--- config.mk ---
export PLATFORM = sky130hd
export DESIGN_NAME = hdlc_rx_bit_deframer
export DESIGN_NICKNAME = d
export VERILOG_FILES = /design/src/rtl/core/hdlcrx_pkg.sv /design/src/rtl/core/hdlcrx_step.sv /design/src/rtl/core/hdlc_rx_bit_deframer.sv
export VERILOG_INCLUDE_DIRS = /design/src /design/src/rtl/core
export SDC_FILE = /design/constraint.sdc
export NUM_CORES = 1
export LEC_CHECK = 0
export BUFFER_PORTS_ARGS = -buffer_cell sky130_fd_sc_hd__buf_4
export CORE_MARGIN = 4
export CORE_UTILIZATION = 30
export DETAILED_ROUTE_END_ITERATION = 12
export PLACE_DENSITY = 0.43
export SLEW_MARGIN = 30
export SYNTH_ARGS = -nofsm -noshare
export SYNTH_HDL_FRONTEND = slang
export SYNTH_SLANG_ARGS = --single-unit
--- constraint.sdc ---
create_clock -name i_clk -period 9.6 [get_ports i_clk]
set_input_delay 1.44 -clock i_clk [delete_from_list [all_inputs] [get_ports i_clk]]
set_output_delay 1.44 -clock i_clk [all_outputs]
set_load 0.05 [all_outputs]
--- src/rtl/core/assert_macros.svh ---
// Assertion macros shared by the RTL.
`ifndef ASSERT_MACROS_SVH
`define ASSERT_MACROS_SVH

`ifndef SYNTHESIS

`define ASSERT_IMPLIES(lbl, clk, rst_n, ante, cons) \
    lbl: assert property (@(posedge clk) disable iff (!(rst_n)) (ante) |-> (cons)) \
        else $error("assertion failed");

`define ASSERT_NEVER(lbl, clk, rst_n, cond) \
    lbl: assert property (@(posedge clk) disable iff (!(rst_n)) !(cond)) \
        else $error("assertion failed");

`else

`define ASSERT_IMPLIES(lbl, clk, rst_n, ante, cons)

`define ASSERT_NEVER(lbl, clk, rst_n, cond)

`endif

`endif

--- src/rtl/core/hdlcrx_pkg.sv ---
package hdlcrx_pkg;

    localparam logic [7:0] FLAG_BYTE      = 8'h7E;
    localparam logic [7:0] ESC_DATA       = 8'h7D;
    localparam logic [2:0] STUFF_ONES     = 3'd5;
    localparam logic [2:0] DROP_ONES      = 3'd6;
    localparam logic [2:0] MAX_ONES       = 3'd7;
    localparam logic [3:0] BITS_PER_BYTE  = 4'd8;
    localparam logic [3:0] FLAG_STUFF_POS = 4'd6;
    localparam logic [3:0] NO_STUFF       = 4'd15;

    localparam int unsigned MAX_RESULTS = 3;

    localparam logic [1:0] CFG_ESC_CODE = 2'd0;
    localparam logic [1:0] CFG_ESC_7D   = 2'd1;
    localparam logic [1:0] CFG_ESC_7E   = 2'd2;

    typedef struct packed {
        logic       synced;
        logic [7:0] shift_byte;
        logic [3:0] bit_count;
        logic [2:0] ones_run;
        logic [3:0] stuffed_position;
        logic       message_open;
    } t_state;

    typedef struct packed {
        logic [7:0] escape_code;
        logic [7:0] escape_for_7d;
        logic [7:0] escape_for_7e;
    } t_cfg;

    typedef struct packed {
        logic [7:0] out_byte;
        logic       sync_dropped;
        logic       last_of_run;
    } t_result;

endpackage

--- src/rtl/core/hdlcrx_step.sv ---
module hdlcrx_step
    import hdlcrx_pkg::*;
(
    input  t_state        i_state,
    input  logic          i_bit,
    input  t_cfg          i_cfg,
    output t_state        o_state,
    output t_result [2:0] o_res,
    output logic    [1:0] o_count
);

    always_comb begin
        t_state        s;
        t_result [2:0] res;
        logic    [1:0] n;
        logic    [7:0] b;
        logic          do_drop;

        s       = i_state;
        res     = '0;
        n       = 2'd0;
        do_drop = 1'b0;
        s.shift_byte = {i_bit, i_state.shift_byte[7:1]};
        b = s.shift_byte;

        if (!i_state.synced) begin
            if (s.shift_byte == FLAG_BYTE) begin
                s.synced     = 1'b1;
                s.shift_byte = 8'd0;
                s.bit_count  = 4'd0;
            end
        end else if (i_state.ones_run == STUFF_ONES && !i_bit) begin
            s.stuffed_position = i_state.bit_count;
            s.ones_run         = 3'd0;
            s.shift_byte       = {s.shift_byte[6:0], 1'b0};
        end else if (i_state.ones_run == DROP_ONES && i_bit) begin
            do_drop = 1'b1;
        end else begin
            if (i_bit) begin
                if (i_state.ones_run != MAX_ONES) begin
                    s.ones_run = i_state.ones_run + 3'd1;
                end
            end else begin
                s.ones_run = 3'd0;
            end
            s.bit_count = i_state.bit_count + 4'd1;
            if (s.bit_count == BITS_PER_BYTE) begin
                if (b == FLAG_BYTE) begin
                    if (i_state.message_open) begin
                        if (i_state.stuffed_position == FLAG_STUFF_POS) begin
                            res[0] = '{i_cfg.escape_code, 1'b0, 1'b0};
                            res[1] = '{i_cfg.escape_for_7e, 1'b0, 1'b0};
                            n      = 2'd2;
                        end else begin
                            s.message_open = 1'b0;
                            res[0] = '{FLAG_BYTE, 1'b0, 1'b0};
                            n      = 2'd1;
                        end
                    end
                end else begin
                    if (!i_state.message_open) begin
                        s.message_open = 1'b1;
                        res[n] = '{FLAG_BYTE, 1'b0, 1'b0};
                        n      = n + 2'd1;
                    end
                    if (b == ESC_DATA) begin
                        res[n] = '{i_cfg.escape_code, 1'b0, 1'b0};
                        n      = n + 2'd1;
                        res[n] = '{i_cfg.escape_for_7d, 1'b0, 1'b0};
                        n      = n + 2'd1;
                    end else begin
                        res[n] = '{b, 1'b0, 1'b0};
                        n      = n + 2'd1;
                    end
                end
                s.stuffed_position = NO_STUFF;
                s.shift_byte       = 8'd0;
                s.bit_count        = 4'd0;
            end else if (s.bit_count > BITS_PER_BYTE) begin
                do_drop = 1'b1;
            end
        end

        if (do_drop) begin
            s.shift_byte   = 8'd0;
            s.bit_count    = 4'd0;
            s.synced       = 1'b0;
            s.ones_run     = 3'd0;
            s.message_open = 1'b0;
            res[0] = '{8'd0, 1'b1, 1'b0};
            n      = 2'd1;
        end

        if (n != 2'd0) begin
            res[n - 2'd1].last_of_run = 1'b1;
        end

        o_state = s;
        o_res   = res;
        o_count = n;
    end

endmodule

--- src/rtl/core/hdlc_rx_bit_deframer.sv ---
// Channel  | Dir | Handshake                    | Payload
// ---------+-----+------------------------------+--------------------------------------
// in       | in  | i_in_valid / o_in_stall      | i_rx_bit
// out      | out | o_out_valid / i_out_stall    | o_out_byte, o_sync_dropped, o_last_of_run
// cfg      | in  | i_cfg_wr_en                  | i_cfg_addr, i_cfg_wr_data
//
// One bit per cycle unless stalled; a bit is registered, then its 0 to 3 results enter the queue.
// The results land in an 8-entry queue drained at one result per cycle while i_out_stall is low.
// Input stalls only while the queue, after this cycle's request leaves, cannot take
// three more results per bit in flight.
// Synchronous active-low reset resets deframer state and queue, and loads escape registers 7D, 5D, 5E.
`include "assert_macros.svh"

module hdlc_rx_bit_deframer
    import hdlcrx_pkg::*;
(
    input  logic       i_clk,
    input  logic       i_rst_n,
    input  logic       i_in_valid,
    output logic       o_in_stall,
    input  logic       i_rx_bit,
    output logic       o_out_valid,
    input  logic       i_out_stall,
    output logic [7:0] o_out_byte,
    output logic       o_sync_dropped,
    output logic       o_last_of_run,
    input  logic       i_cfg_wr_en,
    input  logic [1:0] i_cfg_addr,
    input  logic [7:0] i_cfg_wr_data
);

    localparam int unsigned DEPTH = 8;
    localparam int unsigned PTR_W = $clog2(DEPTH);
    localparam int unsigned CNT_W = $clog2(DEPTH + 1);

    t_cfg             r_cfg;
    t_state           r_state;
    t_state           n_state;
    logic             r_in_valid;
    logic             r_in_bit;
    t_result [2:0]    n_res;
    logic    [1:0]    n_count;
    t_result          r_buf [DEPTH];
    logic [PTR_W-1:0] r_wr_ptr;
    logic [PTR_W-1:0] r_rd_ptr;
    logic [CNT_W-1:0] r_count;
    logic             in_take;
    logic             out_take;
    logic [1:0]       wr_num;
    logic [CNT_W+1:0] room_need;

    hdlcrx_step u_step (
        .i_state (r_state),
        .i_bit   (r_in_bit),
        .i_cfg   (r_cfg),
        .o_state (n_state),
        .o_res   (n_res),
        .o_count (n_count)
    );

    assign room_need  = (CNT_W + 2)'(r_count) - (CNT_W + 2)'(out_take)
                      + (r_in_valid ? (CNT_W + 2)'(MAX_RESULTS) : '0);
    assign o_in_stall = room_need > (CNT_W + 2)'(DEPTH - MAX_RESULTS);
    assign in_take    = i_in_valid && !o_in_stall;
    assign out_take   = o_out_valid && !i_out_stall;
    assign wr_num     = r_in_valid ? n_count : 2'd0;

    assign o_out_valid    = r_count != '0;
    assign o_out_byte     = r_buf[r_rd_ptr].out_byte;
    assign o_sync_dropped = r_buf[r_rd_ptr].sync_dropped;
    assign o_last_of_run  = r_buf[r_rd_ptr].last_of_run;

    always_ff @(posedge i_clk) begin
        if (!i_rst_n) begin
            r_cfg      <= '{8'd125, 8'd93, 8'd94};
            r_state    <= '{1'b0, 8'd0, 4'd0, 3'd0, NO_STUFF, 1'b0};
            r_in_valid <= 1'b0;
            r_wr_ptr   <= '0;
            r_rd_ptr   <= '0;
            r_count    <= '0;
        end else begin
            if (i_cfg_wr_en) begin
                unique case (i_cfg_addr)
                    CFG_ESC_CODE: r_cfg.escape_code   <= i_cfg_wr_data;
                    CFG_ESC_7D:   r_cfg.escape_for_7d <= i_cfg_wr_data;
                    CFG_ESC_7E:   r_cfg.escape_for_7e <= i_cfg_wr_data;
                    default: ;
                endcase
            end
            r_in_valid <= in_take;
            if (r_in_valid) begin
                r_state <= n_state;
            end
            r_wr_ptr <= r_wr_ptr + PTR_W'(wr_num);
            if (out_take) begin
                r_rd_ptr <= r_rd_ptr + PTR_W'(1);
            end
            r_count <= r_count + CNT_W'(wr_num) - CNT_W'(out_take);
        end
    end

    always_ff @(posedge i_clk) begin
        if (in_take) begin
            r_in_bit <= i_rx_bit;
        end
        for (int k = 0; k < MAX_RESULTS; k++) begin
            if (2'(k) < wr_num) begin
                r_buf[r_wr_ptr + PTR_W'(k)] <= n_res[k];
            end
        end
    end

    `ASSERT_NEVER(a_queue_overflow, i_clk, i_rst_n, r_count > CNT_W'(DEPTH))
    `ASSERT_IMPLIES(a_room_for_bit, i_clk, i_rst_n, r_in_valid, r_count <= CNT_W'(DEPTH - MAX_RESULTS))
    `ASSERT_IMPLIES(a_drop_is_last, i_clk, i_rst_n, o_out_valid && o_sync_dropped, o_last_of_run && o_out_byte == 8'd0)

endmodule
==> results of run 1 <==
cell families after synthesis:
logic type,after synthesis,synth area share
AND/OR/NAND/NOR,274,0.174
adder cells (fa/ha/maj),23,0.0361
AO/OA/AOI/OAI,120,0.101
multiplexers,163,0.223
flip-flops,139,0.418
XOR/XNOR,11,0.0112
buffers and inverters,78,0.0378
how the worst max path moves through the flow:
stage	to	start	depth (start not counted)	slack [ns]
6_report	o_in_stall	i_out_stall	14	4.08
5_1_grt	o_in_stall	i_out_stall	14	3.89
4_1_cts	o_in_stall	i_out_stall	14	4.08
3_5_place_dp	o_in_stall	i_out_stall	14	4.10
3_3_place_gp	o_in_stall	i_out_stall	14	4.17
2_1_floorplan	o_in_stall	i_out_stall	12	4.48
where the power goes:
part	internal [µW]	switching [µW]
Combinational	138	197
Sequential	649	35.1
Clock	368	303
Yosys cell counts (5+ instances only):
cell type and instances:
mux2i_1 117, nand2_1 94, edfxtp_1 81, dfxtp_1 58, nand3_1 37, nor2_1 35, clkbuf_1 30, inv_1 28
a21oi_1 25, mux2_2 21, ha_1 20, mux4_2 20, and2_1 17, nor2b_1 15, nor3_1 15, o21ai_0 14
a21boi_0 13, a22oi_1 12, buf_1 8, buf_2 8, o211a_1 8, a211oi_1 7, nand2b_1 7, nor4_4 7
and3_1 6, nand2_2 6, nand3b_1 6, xnor2_1 6, mux2_1 5, o311ai_0 5, o32a_1 5, xor2_1 5
cell type report:
class	count	area (µm²)	share of cell area
Clock buffer	17	425	0.0435
Tap cell	378	473	0.0484
Sequential cell	139	3590	0.368
Timing Repair Buffer	35	263	0.0269
Multi-Input combinational cell	591	4760	0.487
Inverter	28	105	0.0108
Clock inverter	15	153	0.0156
per-layer routing:
layer  share of wire  GRT usage  routed length [µm]
met4           0.016     0.0467                 381
met5               0          0                   0
met2            0.47      0.261               11400
met1            0.48      0.226               11800
met3           0.037     0.0254                 901
through the flow:
stage,utilization,area [µm²],hold WS (ns)
CTS,0.347,9730,0.478
floorplan,-,8600,0.440
finish,0.349,9770,0.474
detailed placement,0.327,9150,0.468
global placement,0.326,9140,0.462
global route,0.349,9770,0.486
registers in the layout, summed over array words and instances, names as in the netlist, named ones only:
register    cells
r_in_bit        1
r_rd_ptr        3
r_cfg          24
r_buf          80
r_in_valid      1
r_wr_ptr        3
r_count         4
r_state        20
worst min-delay path, stage by stage, from the launching register on:
cell and delay [ns]:
dfxtp_1 0.31, nand2_1 0.05, a21boi_0 0.07
==> metrics.md, run 1 <==
| Metric | Value |
|---|---|
| Status | complete, no violations |
| Worst slack, placed | 4.10 ns |
| Post-synthesis sequential area ratio | 0.418 |
| Number of buffers added on ports | 27 |
| Reg2reg end | r_buf[1][0] |
| Area Growth Syn to Fin | 13.6% |
| Hold Path Depth | 2 |
| Post-synth top area share | 0.283 |
| H-Tree Depth | 4 |
| Post-Syn Area | 8600 µm² |
| Placeable Area | 28000 µm² |
| Setup CP Type | input pin to output pin |
| Skew final | 0.00858 ns |
| Hold Vio Cnt, Final | 0 |
| Die W | 177 µm |
| Worst Reg-to-Reg Cells | 9 |
| Rel. slew slack | 0.343 |
| Root Buffer | clkbuf_16 |
| Post-DRT Antenna Nets | 0 |
| Synth area leader | edfxtp_1 |
| Tot Pwr | 1690 µW |
| RSZ-0062 raised after global routing | no |
| Post-route minimum period | 5.52 ns |
| Total grt overflow | 0 |
| WP data arrival | 4.08 ns |
| Crit path capture type | output pin |
| WHS Endpoint | r_cfg[5] |
| Ranking of synthesized cells by area | edfxtp_1 (28%), mux2i_1 (14%), dfxtp_1 (13%) |
| Syn Nets | 847 |
| Worst-path fanout max | 5 |
| Post-CTS Hold Fix Bufs | 0 |
| Synth warn | 0 |
| Layout cell share with drive strength beyond 1 | 0.172 |
| Avg Cell Area, Syn | 10.6 µm² |
| Clk sink count | 139 |
| # rows | 61 |
| ANT cells | 0 |
| Commonest cells after routing, fill and taps aside | mux2i_1 (117), nand2_1 (94), edfxtp_1 (81) |
| Synth Register Bits | 139 |
| Max frequency | 181 MHz |
| Clk Latency, worst-skew pair | 0.43 ns |
| Dominant synthesized flop cell | edfxtp_1 |
| Remaining DRCs | 0 |
| Max cap viols | 0 |
| Distinct cells, synth | 70 |
| Maximum clock insertion buffer count | 2 |
| Crit-path slowest cell | a21oi_1 |
| Die Span Y | 177 µm |
| Final Slew Violations | 0 |
| Most frequent CP cell | ha_1 |
| Most common cell after layout, fill and taps aside | mux2i_1 |
| R2r setup slk | 4.99 ns |
| Post-Synthesis Cells | 808 |
| Tightest Hold Check Type | flip-flop to flip-flop |
| Reg clk slew, reported paths | 0.06 ns |
| HP Start | r_cfg[5] |
| Largest net degree at the start of global routing | 58 |
| Final period utilization | 0.575 |
| WL final | 24600 µm |
| CP top delay family | compound AO/OA/AOI/OAI gates |
| Leakage power | 0.00349 µW |
| PwrDens | 173 nW/µm² |
| Final cell count without fillers | 1203 |
| Worst EP required | 8.16 ns |
| GRT Util Overall | 0.162 |
| R2r startpoint | r_in_bit |
| Final setup viols | 0 |
| Vias in the first global route | 6553 |
| Crit-path cells | buf_4, a21oi_1, ha_1, ha_1, inv_1, ha_1, a21oi_1, mux2i_1, a22oi_1, xnor2_1, nor2_1, a2bb2oi_1, inv_1, buf_4 |
| GP Congestion | 0.888 |
| Buffers and inverters on the worst path | 4 |
| Actual slew at the worst max-slew pin | 0.979 ns |
| Routed len/inst | 20.4 µm |
| CTS resizes | 0 |
| DR vias/cell | 5.30 |
| Global-route wire length before repair | 38900 µm |
| CTS tree | yes |
| EDFF count, synth | 81 |
| Cts bufs inserted | 17 |
| Initial drt markers | 516 |
| Initial antenna violation count | 0 |
| Post-CTS Setup Inserts | 0 |
| IO Pins | 28 |
| Vias | 6373 |
| First-pass iteration count of the detailed router | 5 |
| Peak per-stage delay on the critical path | 0.41 ns |
| Hpwl dp | 17500 µm |
| # nets final | 851 |
| Initial Util | 0.307 |
| Final setup margin | 4.08 ns |
| Worst Setup Start Kind | input pin |
| Setup TNS | 0 ns |
| Die area | 31500 µm² |
| Placed cells | 1171 |
| # fillers | 2825 |
| Async SR Flop Fraction | 0 |
| VDD IR max | 87.5 µV |
(Power assumes the default switching activity.)
==> run 2, diff against run 1 <==
==> constraint.sdc (replaced) <==
create_clock -name i_clk -period 5.7 [get_ports i_clk]
set_input_delay 0.855 -clock i_clk [delete_from_list [all_inputs] [get_ports i_clk]]
set_output_delay 0.855 -clock i_clk [all_outputs]
set_load 0.05 [all_outputs]
==> run 2 against run 1 <==
Compared with the run above:
- total power grew 72%
- clock skew grew 0.0044 ns
- register-to-register slack lost 3.6 ns
- sequential cell count is the same
==> metrics.md, run 2 (synthesized netlist as in run 1, its figures left out) <==
| Metric | Value |
|---|---|
| Number of flip-flops in the largest register | 80 (unchanged) |
| IO Pins | 28 (unchanged) |
| Post-DRT Antenna Nets | 0 (unchanged) |
| Placeable Area | 28000 µm² (unchanged) |
| CTS resizes | 0 (unchanged) |
| Remaining DRCs | 0 (unchanged) |
| Commonest cells after routing, fill and taps aside | mux2i_1 (117), nand2_1 (94), edfxtp_1 (81) |
| Layout cell share with drive strength beyond 1 | 0.171 (-0.00100) |
| Max cap viols | 0 (unchanged) |
| Crit-path slowest cell | a21oi_1 |
| RSZ-0062 raised after global routing | no |
| Skew final | 0.0130 ns (+0.00440 ns) |
| Hold Vio Cnt, Final | 0 (unchanged) |
| CP top delay family | compound AO/OA/AOI/OAI gates |
| Largest regs | r_buf x80, r_cfg x24, r_state x20 |
| Max frequency | 216 MHz |
| Initial antenna violation count | 0 (unchanged) |
| ANT cells | 0 (unchanged) |
| Reg clk slew, reported paths | 0.06 ns (about the same) |
| Global-route wire length before repair | 38600 µm (-0.89%) |
| # nets final | 850 (-0.12%) |
| Setup CP Type | flip-flop to output pin |
| Area Growth Syn to Fin | 14.2% |
| Final Slew Violations | 0 (unchanged) |
| Post-CTS Hold Fix Bufs | 0 (unchanged) |
| Post-route minimum period | 4.64 ns |
| Fin Hold WS | 0.485 ns (+0.0108 ns) |
| CTS tree | yes |
| Leakage power | 0.00359 µW (+2.8%) |
| # rows | 61 (unchanged) |
| Clk Latency, worst-skew pair | 0.43 ns (about the same) |
| Most flops, register | r_buf |
| VDD IR max | 136 µV (+55%) |
| GRT Util Overall | 0.159 (-0.00273) |
| WL final | 24300 µm (-0.97%) |
| First-pass iteration count of the detailed router | 5 (unchanged) |
| Buffers and inverters on the worst path | 4 (unchanged) |
| Initial drt markers | 641 (+24%) |
| Tot Pwr | 2910 µW (+72%) |
| Hpwl dp | 18100 µm (+3.5%) |
| WP data arrival | 3.78 ns (-0.30 ns) |
| Die W | 177 µm (unchanged) |
| Die area | 31500 µm² (unchanged) |
| Final setup viols | 0 (unchanged) |
| Post-CTS Setup Inserts | 0 (unchanged) |
| Actual slew at the worst max-slew pin | 0.977 ns (-0.00147 ns) |
| Worst slack, placed | 1.30 ns (-2.80 ns) |
| Crit path capture type | output pin |
| Worst-path fanout max | 5 (unchanged) |
| Root Buffer | clkbuf_16 |
| Total grt overflow | 0 (unchanged) |
| Vias in the first global route | 6573 (+0.31%) |
| Number of buffers added on ports | 27 (unchanged) |
| Most frequent CP cell | ha_1 |
| Most common cell after layout, fill and taps aside | mux2i_1 |
| Vias | 6345 (-0.44%) |
| Worst Setup Start Kind | flip-flop |
| Clk sink count | 139 (unchanged) |
| DR vias/cell | 5.28 (-0.36%) |
| PwrDens | 296 nW/µm² (+71%) |
| Crit-path cells | inv_1, ha_1, a21oi_1, ha_1, ha_1, inv_1, ha_1, a21oi_1, mux2i_1, a22oi_1, xnor2_1, nor2_1, a2bb2oi_1, inv_1, buf_4 |
| Status | complete, no violations |
| Initial Util | 0.307 (unchanged) |
| H-Tree Depth | 4 (unchanged) |
| Tightest Hold Check Type | flip-flop to flip-flop |
| Die Span Y | 177 µm (unchanged) |
| Peak per-stage delay on the critical path | 0.44 ns (+0.03 ns) |
| Maximum clock insertion buffer count | 2 (unchanged) |
| Placed cells | 1170 (-0.085%) |
| GP Congestion | 0.885 (-0.30%) |
| Final setup margin | 1.06 ns (-3.02 ns) |
| Largest net degree at the start of global routing | 58 (unchanged) |
| Routed len/inst | 20.2 µm (-0.89%) |
| Setup TNS | 0 ns (unchanged) |
| Worst EP required | 4.85 ns (-3.31 ns) |
| Cts bufs inserted | 17 (unchanged) |
| Final period utilization | 0.814 |
| Final cell count without fillers | 1202 (-0.083%) |
| Rel. slew slack | 0.349 (+0.00588) |
run 2: cell count changes in the layout (fill, tap and decap cells not counted), moves of 2 or more:
cell,change
clkinv_2,-3
o311ai_2,-2
o311ai_4,+2
inv_8,+2
run 2: layout make-up:
class / instances / area, µm²
clock buffer: 17 / 425
tap: 378 / 473
fill: 2827 / 18200
multi-input combinational: 591 / 4770
sequential: 139 / 3590
clock inverter: 15 / 198
inverter: 28 / 105
timing repair buffer: 34 / 255
run 2: final timing paths:
kind | from | end | slack (ns) | depth (start not counted)
min | r_cfg[1] | r_cfg[1] | 0.48 | 2
max | r_count[2] | o_in_stall | 1.06 | 15
max reg2reg | r_in_bit | r_buf[1][1] | 1.43 | 9
min reg2reg | r_cfg[1] | r_cfg[1] | 0.48 | 2
run 2: stage by stage:
| stage | util | instance area, µm² |
|---|---|---|
| after detailed placement | 0.328 | 9190 |
| after global placement | 0.326 | 9140 |
| after floorplan | - | 8600 |
| after global routing | 0.351 | 9820 |
| final | 0.351 | 9820 |
| after CTS | 0.350 | 9810 |
run 2: where the power goes:
group	total [µW]	internal, µW	leakage, µW	switching (µW)
registers	1150	1090	0.00103	56.7
logic	566	231	0.00225	335
clock network	1190	675	0.000305	518
run 2: metal layers:
| metal | track usage | up-vias | routed length [µm] |
|---|---|---|---|
| met5 | 0 | - | 0 |
| met3 | 0.0311 | 32 | 924 |
| met2 | 0.254 | 157 | 11400 |
| li1 | - | 3019 | - |
| met1 | 0.219 | 3137 | 11500 |
| met4 | 0.0512 | 0 | 511 |
run 2: worst min-delay path, stage by stage, from the launching register on:
cell and delay [ns]:
dfxtp_1 0.32, nand2_1 0.06, nand3_1 0.06
==> run 3, diff against run 2 <==
--- a/config.mk
+++ b/config.mk
@@ -10,7 +10,7 @@
 export CORE_MARGIN = 4
 export CORE_UTILIZATION = 30
 export DETAILED_ROUTE_END_ITERATION = 12
-export PLACE_DENSITY = 0.43
+export PLACE_DENSITY = 0.45
 export SLEW_MARGIN = 30
 export SYNTH_ARGS = -nofsm -noshare
 export SYNTH_HDL_FRONTEND = slang
==> constraint.sdc (replaced) <==
create_clock -name i_clk -period 3.9 [get_ports i_clk]
set_input_delay 0.585 -clock i_clk [delete_from_list [all_inputs] [get_ports i_clk]]
set_output_delay 0.585 -clock i_clk [all_outputs]
set_load 0.05 [all_outputs]
==> run 3 against run 2 <==
Compared with the run above:
- combinational power up 61%
- largest cell class unchanged
- global-route usage shrank 0.87 points
- critical path type unchanged
- via count down 1.6%
- clock power grew 46%
- sequential share of layout area down 0.84 points
==> metrics.md, run 3 (synthesized netlist as in run 1, its figures left out) <==
| Metric | Value |
|---|---|
| Status | complete, no violations |
| Final setup viols | 0 (unchanged) |
| Post-DRT Antenna Nets | 0 (unchanged) |
| Sequential share of power | 0.387 (-0.008) |
| Largest regs | r_buf x80, r_cfg x24, r_state x20 |
| Reg clk slew, reported paths | 0.07 ns (about the same) |
| Die area | 31500 µm² (unchanged) |
| H-Tree Depth | 4 (unchanged) |
| Commonest cells after routing, fill and taps aside | mux2i_1 (117), nand2_1 (94), edfxtp_1 (81) |
| WL final | 22900 µm (-5.8%) |
| Cts bufs inserted | 17 (unchanged) |
| Clock power share | 0.402 (-0.008) |
| Post-route minimum period | 3.71 ns |
| Global-route wire length before repair | 37000 µm (-4.1%) |
| WP data arrival | 3.12 ns (-0.66 ns) |
| Maximum clock insertion buffer count | 2 (unchanged) |
| Fin Hold WS | 0.354 ns (-0.131 ns) |
| Peak per-stage delay on the critical path | 0.37 ns (-0.07 ns) |
| CTS tree | yes |
| CP top delay family | adder cells |
| Internal Power | 2980 µW (+49%) |
| Final core occ | 0.359 (+0.00844) |
| Routed len/inst | 18.6 µm (-8.2%) |
| Switching share of power | 0.313 (+0.000319) |
| Vias | 6241 (-1.6%) |
| IO Pins | 28 (unchanged) |
| Number of buffers added on ports | 27 (unchanged) |
| Final Slew Violations | 0 (unchanged) |
| ANT cells | 0 (unchanged) |
| Worst-path fanout max | 5 (unchanged) |
| Crit path capture type | output pin |
| Clk Latency, worst-skew pair | 0.43 ns (about the same) |
| Tightest Hold Check Type | input pin to flip-flop |
| Root Buffer | clkbuf_16 |
| Most frequent CP cell | inv_1 |
| Vias in the first global route | 6122 (-6.9%) |
| Leakage power | 0.00374 µW (+4.2%) |
| Initial antenna violation count | 0 (unchanged) |
| Hold Vio Cnt, Final | 0 (unchanged) |
| Initial drt markers | 555 (-13%) |
| Number of flip-flops in the largest register | 80 (unchanged) |
| Area after DPL | 9390 µm² (+2.2%) |
| GRT Util Overall | 0.150 (-0.00874) |
| Die Span Y | 177 µm (unchanged) |
| Skew final | 0.0133 ns (+0.000284 ns) |
| Comb power frac | 0.211 (+0.016) |
| First-pass iteration count of the detailed router | 5 (unchanged) |
| # nets final | 882 (+3.8%) |
| Layout cell share with drive strength beyond 1 | 0.206 (+0.0345) |
| Worst EP required | 3.31 ns (-1.54 ns) |
| Buffers and inverters on the worst path | 4 (unchanged) |
| P_sw | 1360 µW (+49%) |
| Tot Pwr | 4330 µW (+49%) |
| Most flops, register | r_buf |
| VDD IR max | 204 µV (+50%) |
| Worst Setup Start Kind | flip-flop |
| Remaining DRCs | 0 (unchanged) |
| DR vias/cell | 5.06 (-4.2%) |
| Crit-path slowest cell | dfxtp_2 |
| Die W | 177 µm (unchanged) |
| Actual slew at the worst max-slew pin | 0.977 ns (-0.000301 ns) |
| Crit-path cells | inv_1, ha_2, a21oi_2, ha_2, ha_1, inv_1, ha_1, a21oi_4, mux2i_1, a22oi_1, xnor2_1, nor2_1, a2bb2oi_2, inv_1, buf_4 |
| # rows | 61 (unchanged) |
| Rel. slew slack | 0.348 (-0.000846) |
| Design area | 10100 µm² (+2.4%) |
| Largest net degree at the start of global routing | 58 (unchanged) |
| Placeable Area | 28000 µm² (unchanged) |
| GP Congestion | 0.885 (about the same) |
| Final period utilization | 0.951 |
| Clk sink count | 139 (unchanged) |
| Total grt overflow | 0 (unchanged) |
| Initial Util | 0.307 (unchanged) |
| Hpwl dp | 17100 µm (-5.9%) |
| Area Growth Syn to Fin | 16.9% |
| Max cap viols | 0 (unchanged) |
| Setup CP Type | flip-flop to output pin |
| Max frequency | 270 MHz |
| Most common cell after layout, fill and taps aside | mux2i_1 |
| PwrDens | 431 nW/µm² (+45%) |
-- run 3: cell count changes in the layout (fill, tap and decap cells not counted), sizes merged --
| cell | change |
|---|---|
| buf | +32 |
| clkinv | +1 |
| clkinvlp | +1 |
| inv | -2 |
-- run 3: per-stage QoR --
step	setup TNS [ns]	cells	worst slack [ns]
after global routing	-0.0485	1234	-0.0485
after floorplan	0	808	0.0623
after detailed placement	0	1201	0.401
final	0	1234	0.192
after CTS	0	1233	0.00349
after global placement	0	1201	0.455
-- run 3: area by class of cell --
cell class | instances | area, µm²
Sequential cell | 139 | 3600
Timing Repair Buffer | 66 | 495
Fill cell | 2831 | 18000
Tap cell | 378 | 473
Inverter | 28 | 105
Multi-Input combinational cell | 591 | 4770
Clock buffer | 17 | 425
Clock inverter | 15 | 196
-- run 3: worst reg2reg max path, delay by kind of cell, from the launching register on --
| family | cells | cell delay [ns] |
|---|---|---|
| flip-flops | 1 | 0.57 |
| XOR/XNOR | 1 | 0.08 |
| multiplexers | 1 | 0.20 |
| buffers and inverters | 2 | 0.15 |
| AO/OA/AOI/OAI | 2 | 0.35 |
| AND/OR/NAND/NOR | 5 | 1.29 |
| adder cells (fa/ha/maj) | 3 | 0.75 |
-- run 3: worst paths after layout --
kind	from	to	slack, ns	depth (start not counted)
max	r_count[2]	o_in_stall	0.19	15
min	i_rx_bit	r_in_bit	0.35	1
max reg2reg	r_in_bit	r_count[3]	0.41	14
min reg2reg	r_cfg[1]	r_cfg[1]	0.49	2
-- run 3: power groups by stage --
stage          registers [µW]  clock network [µW]  logic [µW]
3_5_place_dp             1710                   0         853
6_report                 1680                1740         914
4_1_cts                  1680                1780         862
3_3_place_gp             1710                   0         860
5_1_grt                  1690                1850        1030
2_1_floorplan            1670                   0         655
-- run 3: what timing repair did --
action                                  4_1_cts  5_1_grt
endpoints found under the setup margin        1        1
hold buffers                                  0        0
setup buffers                                 0        1
gates resized for setup                       1        7
pin swaps                                     0        2
endpoints found under the hold margin         0        0
-- run 3: per-layer routing --
layer  global-route usage  part of all wire  up-vias
met5                    0                 0        -
met4               0.0393             0.015        0
met3               0.0243             0.037       21
met2                0.220              0.43      132
met1                0.230              0.51     3008
li1                     -                 -     3080
